File: src/hw/rtl/tsprcb_ram.sv
`timescale 1ns / 1ps
// ----------------------------------------------------------------------------
// tsprcb_ram - simple dual-port synchronous RAM
// One write port, one read port, read data registered.
// ----------------------------------------------------------------------------
module tsprcb_ram #(
	parameter int ADDR_W = 8,
	parameter int DATA_W = 17
) (
	input  logic              clk,
	input  logic              we,
	input  logic [ADDR_W-1:0] waddr,
	input  logic [DATA_W-1:0] wdata,
	input  logic              re,
	input  logic [ADDR_W-1:0] raddr,
	output logic [DATA_W-1:0] rdata
);

	logic [DATA_W-1:0] mem [2**ADDR_W];

	// write port
	always_ff @(posedge clk) begin
		if (we) begin
			mem[waddr] <= wdata;
		end
	end

	// registered read port
	always_ff @(posedge clk) begin
		if (re) begin
			rdata <= mem[raddr];
		end
	end

endmodule

File: config.mk
export PLATFORM = sky130hd
export DESIGN_NAME = tsprcb_ram
export DESIGN_NICKNAME = d
export VERILOG_FILES = /design/src/hw/rtl/tsprcb_ram.sv
export SDC_FILE = /design/constraint.sdc
export NUM_CORES = 2
export LEC_CHECK = 0
export BUFFER_PORTS_ARGS = -buffer_cell sky130_fd_sc_hd__buf_2
export CORE_UTILIZATION = 42
export DETAILED_ROUTE_END_ITERATION = 10
export HOLD_SLACK_MARGIN = 0.08
export SYNTH_ARGS = -nofsm -noshare
export SYNTH_HDL_FRONTEND = slang
export SYNTH_MEMORY_MAX_BITS = 65536
export SYNTH_SLANG_ARGS = --single-unit
File: constraint.sdc
create_clock -name clk -period 5.48 [get_ports clk]
set_input_delay 1.37 -clock clk [delete_from_list [all_inputs] [get_ports clk]]
set_output_delay 1.37 -clock clk [all_outputs]
set_load 0.005 [all_outputs]
Word-level counts from Yosys, hierarchy flattened --
Memories as Yosys holds them, arrays and structs flattened. A register that Yosys moved wholly into a read port is not among the register bits. Cells that the tools add are included.
Word-level totals: flip-flop bits (word level) 0, bits in writable memories 4352, input port bits 36, logic and storage cells 3, memories kept 1
Memories:
- mem | words 256, width 17, read ports 1, clocked after memory_dff 1, wr ports 1, RTL line 19 | logic [DATA_W-1:0] mem [2**ADDR_W];
Cells by class: multiplexer cells 2
Operators by type and width (number):
- 1-bit 2-to-1 mux | 2

Depth between registers and ports, before layout --
depth after elaboration 2, depth in mapped cells 13, depth with buffers taken out 7

Least setup slack after synthesis --
OpenSTA, ideal clock, no wires.
path type in2reg, start point input raddr[0], end point register rdata[13] (read register of mem), data pin, setup time 0.256 ns, arrival time 3.422 ns, data required time 5.224 ns, setup slack 1.802 ns, stages on the path 9, buffers on the path 4, cell sequence buf_6 buf_12 buf_12 buf_2 mux4_2 mux4_2 a22oi_1 nand3_1 and4_1
RTL lines:
- start: declaration | RTL line 15 | input logic [ADDR_W-1:0] raddr,
- end: declaration | RTL line 16 | output logic [DATA_W-1:0] rdata

==> results.py <==
metrics = {
    "sta": {
        "final.setup.tns_ns": 0,
        "layout_worst_path_cycle_share_pct": 88.3,
        "tightestPinTransition_ns": 1.49,
        "report.final.setup_viol": 0,
        "finalHoldViolCount": 0,
        "slew_headroom_pct": -0.531,
        "finalCriticalPeriod_ns": 4.84,
        "setup_repair_after_global_routing_missed_its_margin": "no",
        "maxSlewViolCount": 1,
        "timing.fmax_ghz": 0.207,
        "timing.clock.skew_ns": 0.0554,
    },
    "global_routing": {
        "grt_pass1_vias": 83846,
        "grt_start_max_net_pins": 164,
        "globalRouteTotalUtil_pct": 22.8,
        "grt_first_pass_wirelength_um": 657000,
        "globalRouteOverflowTotal": 0,
        "antenna_violations_before_repair": 39,
    },
    "setup_path": {
        "path_cells": "buf_8 -> or2_4 -> buf_4 -> o22ai_1 -> or3_1 -> o311a_1 -> nor3_1 -> nor3_1 -> buf_4 -> and3_1",
        "setup.worst_path.start": "raddr[1]",
        "cpPeakStageDelay_ns": 1.09,
        "worst-endpoint-arrival_ns": 5.57,
        "timing.rr.start": "mem[217][11]",
        "critical_path_class": "in -> reg",
        "critical_path_peak_fanout": 21,
        "cp.required_ns": 6.21,
        "critPathCaptureType": "flip-flop",
        "worst_path_max_delay_cell": "nor3_1",
        "crit_path_start_kind": "primary input",
    },
    "clock_tree": {
        "cts_buffer_depth": 4,
        "tritoncts_sinks": 4369,
        "clockRootBuffer": "clkbuf_16",
        "tritoncts": "built",
        "clock_tree.htree_level_count": 5,
        "cts_inserted_buffers": 434,
        "postCtsResizedCells": 0,
        "worst_skew_pair.late_latency_ns": 0.98,
        "ctsHoldBuffers": 0,
        "clk_pin_slew_ns": 0.06,
        "post-cts-setup-buffers": 0,
    },
    "routing": {
        "dr.pass1.iters": 6,
        "wl_per_cell_um": 33.2,
        "dr_total_vias": 84834,
        "route.detailed.vias_per_inst": 5.98,
        "wirelength_um": 471000,
        "drtAntennaViolNets": 0,
        "drt_iter0_markers": 11770,
        "drc": 0,
    },
    "synth": {
        "synthesis.area_sq_um": 170000,
        "avgSynthCellArea_sq_um": 21.8,
        "synth-edff-count": 4369,
        "netlist.top_cell.by_area": "edfxtp_1",
        "yosysTopAreaCellShare_pct": 77.2,
        "postSynth.topFlopCell": "edfxtp_1",
        "synth_seq_area_share_pct": 77.2,
        "synth_async_sr_flop_share_pct": 0,
        "synth_cells": 7797,
        "synth_warnings": 0,
        "synth.ff_latch_count": 4369,
        "net_count_synth": 7833,
        "synth.lib_cells_used.distinct": 73,
        "synth_area_leaders": "edfxtp_1, mux4_2, mux2i_1",
    },
    "power": {
        "pwr_density_nw_per_um2": 359,
        "ir_drop_v": 0.000282,
        "leakage_uw": 0.0610,
    },
    "layout": {
        "layout.area.seq_sq_um": 131000,
        "finish.instance_area_sq_um": 193000,
        "drive_above_1_share_pct": 26.6,
        "design.final.nets": 8445,
        "finish.cell_count_without_fillers": 14194,
        "area_delta_synth_final_pct": 13.6,
        "fillCellCount": 32413,
        "multi_input_comb_area_sq_um": 35500,
        "layout_commonest_cell": "edfxtp_1",
        "leading_cell_types_in_the_layout_fill_and_taps_excluded": "edfxtp_1, mux4_2, buf_4",
    },
    "die": {
        "die_h_um": 638,
        "die_area_sq_um": 407000,
        "die-width_um": 638,
        "floorplan.initialDensity_pct": 42.2,
        "boundaryPins": 53,
        "num_rows": 233,
        "design.core.area_sq_um": 403000,
    },
    "placement": {
        "detailed_place_hpwl_um": 286000,
        "io_buffer_count": 52,
        "post-place-cells": 13378,
        "placed_cell_area_sq_um": 179000,
        "final_estimated_routing_congestion_in_global_placement": 0.913,
    },
    "hold_path": {
        "worst_hold_startpoint": "wdata[3]",
        "timing.hold.worst.class": "in -> reg",
    },
    "run_status": {
        "violations": "max-capacitance violations, max-slew violations",
        "run_status": "finished, violations left",
    },
    "job": {
        "drv_cap": 1,
    },
}
## report_power, final
part | total [uW] | internal (uW) | switching, uW
clock network | 28700 | 16200 | 12500
registers | 36900 | 36900 | 73.0
logic | 3610 | 1240 | 2370
total | 69200 | 54300 | 15000
## worst max-delay path: cells and delay by family
family / cells / cell delay, ns
buffers and inverters: 3 / 0.90
AO/OA/AOI/OAI: 2 / 0.49
AND/OR/NAND/NOR: 5 / 2.72
## path summary, 6_finish.rpt
kind                 end  slack [ns]  cells after the start
max reg2reg    rdata[11]        1.72                      8
min          mem[248][3]        0.85                      1
max            rdata[11]        0.64                     10
min reg2reg     rdata[8]        1.10                      6
## cells by family after synthesis
kind of cell | count (synthesis) | share of synthesized area, %
flops | 4369 | 77.2
compound gates | 649 | 2.70
simple gates | 836 | 2.19
mux | 1472 | 15.7
buf+inv | 471 | 2.14
## sequential cells by signal (all words and copies together) (netlist names)
signal and flops:
mem 4352, rdata 17
## per-layer routing
| layer | part of all wire (%) | vias up | routed length (um) | track usage [%] |
|---|---|---|---|---|
| met2 | 47 | 4251 | 221000 | 35.6 |
| met3 | 9.6 | 705 | 45200 | 4.65 |
| li1 | - | 34248 | - | - |
| met4 | 3.4 | 14 | 16000 | 7.02 |
| met1 | 40 | 45616 | 189000 | 32.4 |
| met5 | 0.016 | - | 77 | 0 |
## cell usage after synthesis, drive strengths merged (8+ instances only)
cell	number
a32oi	9
nor2	333
mux2	20
o22a	11
a211oi	17
o21ai	46
a21oi	108
o311a	14
buf	301
nor3	109
nor2b	14
nand2	216
or3	14
clkbuf	164
a31oi	14
a22oi	33
mux4	943
a22o	13
nand4	21
mux2i	509
nor4	16
edfxtp	4369
o22ai	186
o221ai	136
and3	8
nand3	65
o311ai	15
## area by class of cell
class,instances,area share (%)
Antenna cell,31,0.0402
Inverter,5,0.0169
Clock buffer,535,5.89
Tap cell,5405,3.50
Clock inverter,250,1.13
Sequential cell,4369,68.0
Multi-Input combinational cell,2957,18.4
Timing Repair Buffer,642,3.05
## metrics by stage
step	setup slack [ns]	hold slack, ns	utilization, %	total power, uW
after floorplan	1.80	0.987	-	39500
final	0.640	0.852	47.9	69200
after global routing	0.843	0.840	47.9	71000
after global placement	-0.308	1.16	44.6	41200
after detailed placement	-0.0481	1.13	44.6	41200
after CTS	0.997	0.805	47.9	69600
Power figures use the tool's default switching activity.
